### config.mk
export PLATFORM = sky130hd
export DESIGN_NAME = priority_task_timer_table_flat
export DESIGN_NICKNAME = d
export VERILOG_FILES = /design/src/hdl/ptt_pkg.sv /design/src/hdl/ptt_if.sv /design/src/hdl/priority_task_timer_table.sv /design/src/flat_wrapper.sv
export SDC_FILE = /design/constraint.sdc
export NUM_CORES = 1
export LEC_CHECK = 0
export BUFFER_PORTS_ARGS = -buffer_cell sky130_fd_sc_hd__buf_2
export CAP_MARGIN = 5
export CORE_ASPECT_RATIO = 0.7
export CORE_MARGIN = 2
export CORE_UTILIZATION = 59
export CTS_BUF_LIST = sky130_fd_sc_hd__clkbuf_4 sky130_fd_sc_hd__clkbuf_8
export DETAILED_ROUTE_END_ITERATION = 8
export PLACE_DENSITY = 0.78
export SETUP_SLACK_MARGIN = 0.02
export SYNTH_ARGS = -nofsm -noshare
export SYNTH_HDL_FRONTEND = slang
export SYNTH_SLANG_ARGS = --single-unit
export TNS_END_PERCENT = 30
### constraint.sdc
create_clock -name clk -period 7.9 [get_ports clk]
set_input_delay 0.79 -clock clk [delete_from_list [all_inputs] [get_ports clk]]
set_output_delay 0.79 -clock clk [all_outputs]
set_load 0.03 [all_outputs]
### src/hdl/ptt_pkg.sv
// package for the priority task timer table: widths, codes, entry type
// no dependencies
`default_nettype none
package ptt_pkg;
  localparam int TASKS = 16;
  localparam int IDX_W = $clog2(TASKS);
  localparam int CNT_W = $clog2(TASKS + 1);
  localparam int MAX_RESULTS = 16;

  localparam logic [1:0] MODE_CREATE = 2'd0;
  localparam logic [1:0] MODE_DELETE = 2'd1;
  localparam logic [1:0] MODE_TICK   = 2'd2;

  localparam logic [2:0] ST_OK          = 3'd0;
  localparam logic [2:0] ST_INVALID     = 3'd1;
  localparam logic [2:0] ST_FULL        = 3'd2;
  localparam logic [2:0] ST_NOT_FOUND   = 3'd3;
  localparam logic [2:0] ST_NOT_STARTED = 3'd4;

  typedef struct packed {
    logic [7:0]  id;
    logic [7:0]  prio;
    logic [15:0] period;
    logic [15:0] remaining;
    logic        periodic;
  } entry_t;

  typedef struct packed {
    logic [1:0]  mode;
    logic [7:0]  task_id;
    logic [7:0]  priority_req;
    logic [15:0] period;
    logic        periodic;
  } in_item_t;

  typedef struct packed {
    logic       kind;
    logic [2:0] status;
    logic [7:0] fired_id;
    logic       last;
  } out_item_t;
endpackage
`default_nettype wire

### src/hdl/ptt_if.sv
// valid/ready channel interfaces for the task timer table
// depends on ptt_pkg
`default_nettype none
interface ptt_in_if (input wire logic clk);
  logic valid;
  logic ready;
  ptt_pkg::in_item_t data;
  modport source (output valid, output data, input ready);
  modport sink (input valid, input data, output ready);
endinterface

interface ptt_out_if (input wire logic clk);
  logic valid;
  logic ready;
  ptt_pkg::out_item_t data;
  modport source (output valid, output data, input ready);
  modport sink (input valid, input data, output ready);
endinterface
`default_nettype wire

### src/hdl/priority_task_timer_table.sv
// top level of the priority task timer table: sequencer around one entry memory
// depends on ptt_pkg and ptt_if
//
//  channel | dir | payload                                        | handshake
//  in_     | in  | mode, task_id, priority_req, period, periodic  | valid/ready
//  out_    | out | kind, status, fired_id, last                   | valid/ready
//
// one item at a time; the entry memory has one read and one write port,
// read data is registered, so the walk waits for each entry's data before the next read.
// create: accept plus id scan, then a shift that writes the new entry at pos and moves the tail up;
// delete: scan plus a shift-down of the tail; tick: one walk over the table, held by output stalls.
// reset clears state, count, started, output valid, pend and held; memory contents need no reset.
// a result waits in the output register; a stalled output holds the walk.
`default_nettype none
module priority_task_timer_table (
  input  wire logic clk,
  input  wire logic rst_n,
  ptt_in_if.sink    in_ch,
  ptt_out_if.source out_ch
);
  import ptt_pkg::*;

  localparam logic [2:0] S_IDLE  = 3'd0;
  localparam logic [2:0] S_SCAN  = 3'd1;
  localparam logic [2:0] S_SHIFT = 3'd2;
  localparam logic [2:0] S_TICK  = 3'd3;
  localparam logic [2:0] S_EMIT  = 3'd4;
  localparam logic [2:0] S_FLUSH = 3'd5;

  // entry memory
  entry_t mem [TASKS];
  entry_t rd_data_r;
  logic [IDX_W-1:0] rd_addr;
  logic rd_en;
  logic we;
  logic [IDX_W-1:0] wr_addr;
  entry_t wr_data;

  always_ff @(posedge clk) begin
    if (we) mem[wr_addr] <= wr_data;
    if (rd_en) rd_data_r <= mem[rd_addr];
  end

  logic [2:0] state_r, state_nxt;
  logic [CNT_W-1:0] count_r, count_nxt;
  logic started_r, started_nxt;
  in_item_t item_r, item_nxt;
  logic [CNT_W-1:0] idx_r, idx_nxt;   // read index
  logic [CNT_W-1:0] wr_r, wr_nxt;     // write index (tick compaction, delete shift)
  logic [CNT_W-1:0] pos_r, pos_nxt;   // insert position or found index
  logic found_r, found_nxt;
  logic pos_set_r, pos_set_nxt;
  logic pend_r, pend_nxt;             // read data valid for idx_r-1
  logic [4:0] nout_r, nout_nxt;
  logic out_valid_r, out_valid_nxt;
  out_item_t out_r, out_nxt;
  logic [7:0] held_id_r, held_id_nxt; // fired id awaiting a later one
  logic held_r, held_nxt;
  entry_t carry_r, carry_nxt;         // entry moving during a shift

  assign in_ch.ready = (state_r == S_IDLE) && !out_valid_r;
  assign out_ch.valid = out_valid_r;
  assign out_ch.data = out_r;

  wire out_free = !out_valid_r || out_ch.ready;
  entry_t ent;
  entry_t dec;
  logic fire;
  // decremented entry, reloaded with its period when it fires
  always_comb begin
    ent = rd_data_r;
    dec = ent;
    dec.remaining = ent.remaining - 16'd1;
    fire = (dec.remaining == '0);
    if (fire) dec.remaining = ent.period;
  end

  always_comb begin
    state_nxt = state_r; count_nxt = count_r; started_nxt = started_r;
    item_nxt = item_r; idx_nxt = idx_r; wr_nxt = wr_r; pos_nxt = pos_r;
    found_nxt = found_r; pos_set_nxt = pos_set_r; pend_nxt = 1'b0;
    nout_nxt = nout_r; held_id_nxt = held_id_r; held_nxt = held_r;
    carry_nxt = carry_r;
    out_valid_nxt = out_valid_r && !out_ch.ready; out_nxt = out_r;
    rd_en = 1'b0; rd_addr = idx_r[IDX_W-1:0];
    we = 1'b0; wr_addr = wr_r[IDX_W-1:0]; wr_data = ent;
    unique case (state_r)
      S_IDLE: begin
        if (in_ch.valid && in_ch.ready) begin
          item_nxt = in_ch.data;
          idx_nxt = '0; wr_nxt = '0; pos_nxt = count_r;
          found_nxt = 1'b0; pos_set_nxt = 1'b0; nout_nxt = '0;
          held_nxt = 1'b0;
          if (in_ch.data.mode == MODE_TICK) state_nxt = S_TICK;
          else if (in_ch.data.mode == MODE_CREATE ||
                   in_ch.data.mode == MODE_DELETE) state_nxt = S_SCAN;
        end
      end
      // scan for id match and insert position
      S_SCAN: begin
        if (pend_r) begin
          if (ent.id == item_r.task_id && !found_r) begin
            found_nxt = 1'b1; pos_nxt = idx_r - 1'b1;
          end
          if (item_r.mode == MODE_CREATE && !pos_set_r &&
              ent.prio > item_r.priority_req) begin
            pos_set_nxt = 1'b1;
            if (!(ent.id == item_r.task_id)) pos_nxt = idx_r - 1'b1;
          end
        end
        if (!pend_r && idx_r < count_r) begin
          rd_en = 1'b1; pend_nxt = 1'b1; idx_nxt = idx_r + 1'b1;
        end else if (!pend_r) begin
          // scan done: decide
          out_nxt.kind = 1'b0; out_nxt.fired_id = '0; out_nxt.last = 1'b1;
          if (item_r.mode == MODE_CREATE) begin
            if (item_r.period == '0 || found_r) out_nxt.status = ST_INVALID;
            else if (count_r == CNT_W'(TASKS)) out_nxt.status = ST_FULL;
            else out_nxt.status = ST_OK;
          end else begin
            if (!started_r) out_nxt.status = ST_NOT_STARTED;
            else if (!found_r) out_nxt.status = ST_NOT_FOUND;
            else out_nxt.status = ST_OK;
          end
          if (out_free) begin
            out_valid_nxt = 1'b1;
            if (out_nxt.status == ST_OK) begin
              state_nxt = S_SHIFT;
              if (item_r.mode == MODE_CREATE) begin
                started_nxt = 1'b1;
                // write new entry at pos, carry old ones upward
                carry_nxt.id = item_r.task_id;
                carry_nxt.prio = item_r.priority_req;
                carry_nxt.period = item_r.period;
                carry_nxt.remaining = item_r.period;
                carry_nxt.periodic = item_r.periodic;
                idx_nxt = pos_r;
                count_nxt = count_r + 1'b1;
              end else begin
                idx_nxt = pos_r + 1'b1;
                wr_nxt = pos_r;
                count_nxt = count_r - 1'b1;
              end
            end else state_nxt = S_IDLE;
          end else out_nxt = out_r;
        end
      end
      // insert: read idx, write carry; delete: read idx, write idx-1
      S_SHIFT: begin
        if (item_r.mode == MODE_CREATE) begin
          if (!pend_r) begin
            if (idx_r < count_r) begin
              if (idx_r < count_r - 1'b1) begin
                rd_en = 1'b1; pend_nxt = 1'b1;
              end
              we = 1'b1; wr_addr = idx_r[IDX_W-1:0]; wr_data = carry_r;
              idx_nxt = idx_r + 1'b1;
              if (!(idx_r < count_r - 1'b1)) state_nxt = S_IDLE;
            end else state_nxt = S_IDLE;
          end else carry_nxt = ent;
          if (pend_r) rd_addr = idx_r[IDX_W-1:0];
          if (!pend_r && idx_r < count_r - 1'b1) rd_addr = idx_r[IDX_W-1:0];
        end else begin
          if (pend_r) begin
            we = 1'b1; wr_addr = wr_r[IDX_W-1:0]; wr_data = ent;
            wr_nxt = wr_r + 1'b1;
          end else if (idx_r <= count_r) begin
            rd_en = 1'b1; pend_nxt = 1'b1; idx_nxt = idx_r + 1'b1;
          end else state_nxt = S_IDLE;
        end
      end
      // tick walk with in-place compaction
      S_TICK: begin
        if (pend_r) begin
          if (fire) begin
            if (nout_r < 5'(MAX_RESULTS)) begin
              held_nxt = 1'b1; held_id_nxt = ent.id;
              nout_nxt = nout_r + 1'b1;
            end
            if (ent.periodic) begin
              we = 1'b1; wr_data = dec; wr_nxt = wr_r + 1'b1;
            end
          end else begin
            we = 1'b1; wr_data = dec; wr_nxt = wr_r + 1'b1;
          end
          // emit the previous held id, now known not last
          if (held_r && fire && nout_r < 5'(MAX_RESULTS)) begin
            out_valid_nxt = 1'b1;
            out_nxt = '{kind: 1'b1, status: ST_OK, fired_id: held_id_r, last: 1'b0};
          end
        end else if (idx_r < count_r) begin
          if (out_free) begin
            rd_en = 1'b1; pend_nxt = 1'b1; idx_nxt = idx_r + 1'b1;
          end
        end else begin
          count_nxt = wr_r;
          state_nxt = S_FLUSH;
        end
      end
      S_FLUSH: begin
        if (!held_r) state_nxt = S_IDLE;
        else if (out_free) begin
          out_valid_nxt = 1'b1;
          out_nxt = '{kind: 1'b1, status: ST_OK, fired_id: held_id_r, last: 1'b1};
          held_nxt = 1'b0;
          state_nxt = S_IDLE;
        end
      end
      default: state_nxt = S_IDLE;
    endcase
  end

  always_ff @(posedge clk) begin
    if (!rst_n) begin
      state_r <= S_IDLE; count_r <= '0; started_r <= 1'b0;
      out_valid_r <= 1'b0; pend_r <= 1'b0; held_r <= 1'b0;
    end else begin
      state_r <= state_nxt; count_r <= count_nxt; started_r <= started_nxt;
      out_valid_r <= out_valid_nxt; pend_r <= pend_nxt; held_r <= held_nxt;
    end
    item_r <= item_nxt; idx_r <= idx_nxt; wr_r <= wr_nxt; pos_r <= pos_nxt;
    found_r <= found_nxt; pos_set_r <= pos_set_nxt; nout_r <= nout_nxt;
    held_id_r <= held_id_nxt; carry_r <= carry_nxt; out_r <= out_nxt;
  end
endmodule
`default_nettype wire

### src/flat_wrapper.sv
// flat-port wrapper written by rule: the top's interface ports become plain ports
module priority_task_timer_table_flat import ptt_pkg::*;
  (clk, rst_n, in_ch_valid, in_ch_data, in_ch_ready, out_ch_valid, out_ch_data, out_ch_ready);
  ptt_in_if in_ch_i (.clk(clk));
  ptt_out_if out_ch_i (.clk(clk));
  input  wire logic clk;
  input  wire logic rst_n;
  input wire logic [$bits(in_ch_i.valid)-1:0] in_ch_valid;
  input wire logic [$bits(in_ch_i.data)-1:0] in_ch_data;
  output wire logic [$bits(in_ch_i.ready)-1:0] in_ch_ready;
  output wire logic [$bits(out_ch_i.valid)-1:0] out_ch_valid;
  output wire logic [$bits(out_ch_i.data)-1:0] out_ch_data;
  input wire logic [$bits(out_ch_i.ready)-1:0] out_ch_ready;
  assign in_ch_i.valid = in_ch_valid;
  assign in_ch_i.data = in_ch_data;
  assign in_ch_ready = in_ch_i.ready;
  assign out_ch_valid = out_ch_i.valid;
  assign out_ch_data = out_ch_i.data;
  assign out_ch_i.ready = out_ch_ready;
  priority_task_timer_table u_core (.clk(clk), .rst_n(rst_n), .in_ch(in_ch_i), .out_ch(out_ch_i));
endmodule
==> flow_summary_export.csv <==
group,metric,value,unit
clocking,clk_latency,0.81,ns
yosys,synthFlopType,"edfxtp_1",
yosys,ys_ff_latch,972,
critical_path,critPathKind,"reg2reg",
clocking,clk_pin_slew,0.08,ns
yosys,postSynthCellCount,2005,
critical_path,endpoint_kind,"register",
finish,diodes,0,
sta,setup_viol,0,
critical_path,rr_endpoint,"u_core.mem[3][45]",
critical_path,crit_fanout,35,
critical_path,cp_slowest_stage_delay,0.85,ns
placed_design,gp_congestion,0.913,
floorplanning,die_h,219,µm
yosys,postSynth.asyncResetShare,0,%
drt,vias,20664,
drt,drtPass1Iterations,5,
hold_path,hold_class,"in2reg",
sta,report.final.slew_viol_count,0,
power,power_frac_comb,29.6,%
placed_design,post-dp-hpwl,60.5,mm
power,switchingPower,5.11,mW
finish,final_util,66.5,%
finish,fin_nets,2206,
sta,tns,0,ns
grt,antenna_found_initial,9,
floorplanning,die_x,312,µm
critical_path,cpLargestDelayFamily,"simple AND/OR/NAND/NOR gates",
clocking,cts_tree,"yes",
clocking,cts_inserted_buffers,141,
drt,routedWlPerCell,30.1,µm
status,status,"completed",
sta,worst_slack,3.26,ns
placed_design,port_buffers,53,
drt,wl,94.1,mm
critical_path,r2r_slack,3.26,ns
power,power_density,358,nW/µm²
clocking,hold_buffers,0,
grt,grt_max_degree,149,
clocking,cts_root_buffer,"clkbuf_8",
floorplanning,coreArea,65200,µm²
sta,maxSlewHeadroom,19.8,%
power,p_int,10.4,mW
drt,drc,0,
placed_design,dp_cells,2877,
yosys,yosysUniqueCellTypes,69,
power,seqPwrFrac,45.1,%
drt,drt-initial-drc-count,3281,
floorplanning,row_count,78,
grt,grt_pass1_wl,136,mm
yosys,syn_area,39100,µm²
grt,grt_use_total,28.2,%
critical_path,r2r-start,"u_core.ent[9]",
power,power,15.5,mW
yosys,synth-edff-count,960,
clocking,clock_path_buffers,3,
critical_path,cp-start-kind,"register",
finish,num-fill-cells,4135,
yosys,yosysWarnings,0,
grt,overflow,0,
sta,tightest_slew,1.19,ns
critical_path,worst-path-stages,8,
sta,rsz0062_at_grt,"false",
finish,area_growth,10.8,%
hold_path,hold_depth,1,
sta,min_period,4.64,ns
hold_path,hold_end,"u_core.item_r[0]",
hold_path,hold_start,"in_ch_data[0]",
clocking,cts_setup_buffers,0,
critical_path,r2r_cells,8,
finish,layout-drive-gt1-share,27.5,%
clocking,htree_levels,4,
yosys,seq_area_frac_synth,74.3,%
sta,fmax,216,MHz
finish,fin_cells,3129,
critical_path,crit_chain,"or4_1 > or4_4 > nor2_4 > xor2_2 > or4_1 > a21oi_4 > and3b_2 > buf_4",
floorplanning,io_pins,54,
power,p_sw_share,33.0,%
critical_path,crit_arrival,5.10,ns
yosys,syn_nets,2071,
critical_path,crit_buf_inv,1,
power,ir_worst_vdd,299,µV
floorplanning,initial_core_util,60.0,%
critical_path,crit_required,8.37,ns
yosys,avgSynthCellArea,19.5,µm²
flow_run,cap_violations,0,
placed_design,place_worst_setup_slack,3.31,ns
power,p_leak,13.8,nW
drt,viasPerCell,6.60,
grt,grt_pass1_vias,19986,
clocking,ctsResizeCount,0,
finish,layout_commonest_cell,"edfxtp_1",
sta,final.period_utilization,58.7,%
finish,final_cell_mix,"edfxtp_1 (960), mux4_2 (245), nand2_1 (178), clkbuf_8 (145), buf_2 (53)",
critical_path,cpMostUsedCell,"or4_1",
drt,ant_nets,0,
power,p_clk_share,25.2,%
sta,worst_clock_skew,0.0352,ns
floorplanning,die-area,68400,µm²
clocking,clock_sinks,972,
sta,hold_violations,0,
critical_path,critPathSlowestCell,"a21oi_4",
-- state kept, by name (all words and copies together), names as in the netlist, 3 cells and up --
name                flops
u_core.dec             33
u_core.carry_r         49
u_core.state_r          3
u_core.wr_r             5
u_core.held_id_r        8
u_core.count_r          5
u_core.ent             16
u_core.mem            784
u_core.out_ch.data     13
u_core.idx_r            5
u_core.item_r          35
u_core.nout_r           5
u_core.pos_r            5
-- stage by stage --
step	hold WS, ns	cell area [µm²]
2_1_floorplan	0.487	39100
3_3_place_gp	0.503	40600
3_5_place_dp	0.506	40600
4_1_cts	0.112	43300
5_1_grt	0.140	43300
6_report	0.164	43300
-- cells in the mapped netlist, types with 4 or more instances --
cell	count	area, µm²
edfxtp_1	960	28800
mux4_2	245	5520
nand2_1	178	668
clkbuf_1	77	289
nor2_1	50	188
o21ai_0	48	240
inv_1	33	124
a21oi_1	30	150
ha_1	27	338
mux2_2	27	304
buf_1	25	93.8
nand3_1	24	120
xnor2_1	20	175
nor3_1	19	95.1
mux2i_1	13	130
nor4_1	13	81.3
o22ai_1	13	81.3
xor2_1	13	114
dfxtp_1	12	240
o21ai_1	12	60.1
a221oi_1	11	96.3
nand2b_1	11	68.8
nor2b_1	11	68.8
and2_1	10	62.6
o31ai_1	10	75.1
nand4_1	9	56.3
and3_1	8	50.1
mux2_1	6	67.6
a21o_1	5	37.5
a31oi_1	5	31.3
buf_2	5	25.0
a21boi_0	4	30.0
a22o_1	4	35.0
a22oi_1	4	30.0
a41oi_1	4	35.0
o2111a_1	4	45.0
o21a_1	4	30.0
or3_1	4	25.0
-- worst reg2reg max path, stage by stage (launching register included) --
cell	delay, ns
edfxtp_1	0.57
or4_1	0.68
or4_4	0.46
nor2_4	0.11
xor2_2	0.11
or4_1	0.63
a21oi_4	0.86
and3b_2	0.48
buf_4	0.37
-- power by group through the flow --
stage	combinational, mW	sequential, mW	clock, mW
after floorplan	2.97	6.92	0
after global placement	4.37	7.07	0
after detailed placement	4.49	7.08	0
after CTS	4.50	6.98	3.97
after global routing	4.86	7.02	4.18
final	4.60	7.00	3.91
-- logic make-up (layout without fill, tap and decap cells) --
family                     count (synthesis)  count (layout)  synth area share (%)
adders and majority gates                 27              27                 0.864
DFF                                      972             972                  74.3
muxes                                    292             292                  15.4
buffers and inverters                    143             387                  1.41
and+or+nand+nor                          358             358                  4.24
AOI/OAI and AO/OA                        179             179                  2.97
xor gates and xnor gates                  34              34                 0.780
-- worst max-delay path by stage --
stage               slack, ns         startpoint           endpoint
floorplan                0.08    u_core.idx_r[0]      u_core.dec[0]
global placement         3.41      u_core.ent[9]  u_core.mem[3][37]
detailed placement       3.31      u_core.ent[9]  u_core.mem[3][37]
CTS                      3.29      u_core.ent[9]  u_core.mem[3][45]
global route             2.98  u_core.state_r[0]   u_core.mem[3][1]
finish                   3.26      u_core.ent[9]  u_core.mem[3][45]
-- routing by layer --
layer / track usage [%] / up-vias / share of wire [%]
li1: - / 8469 / -
met2: 34.7 / 1456 / 39
met1: 43.6 / 10628 / 40
met5: 0 / - / 0.044
met3: 14.7 / 105 / 19
met4: 7.50 / 6 / 1.5
-- final cells by class --
| type | count | area, µm² | share of cell area [%] |
|---|---|---|---|
| tap | 880 | 1100 | 2.54 |
| timing repair buffer | 100 | 643 | 1.48 |
| clock buffer | 187 | 2310 | 5.33 |
| clock inverter | 65 | 428 | 0.987 |
| inverter | 35 | 131 | 0.303 |
| sequential | 972 | 29100 | 67.1 |
| multi-input combinational | 890 | 9650 | 22.3 |
(Power assumes the default switching activity.)
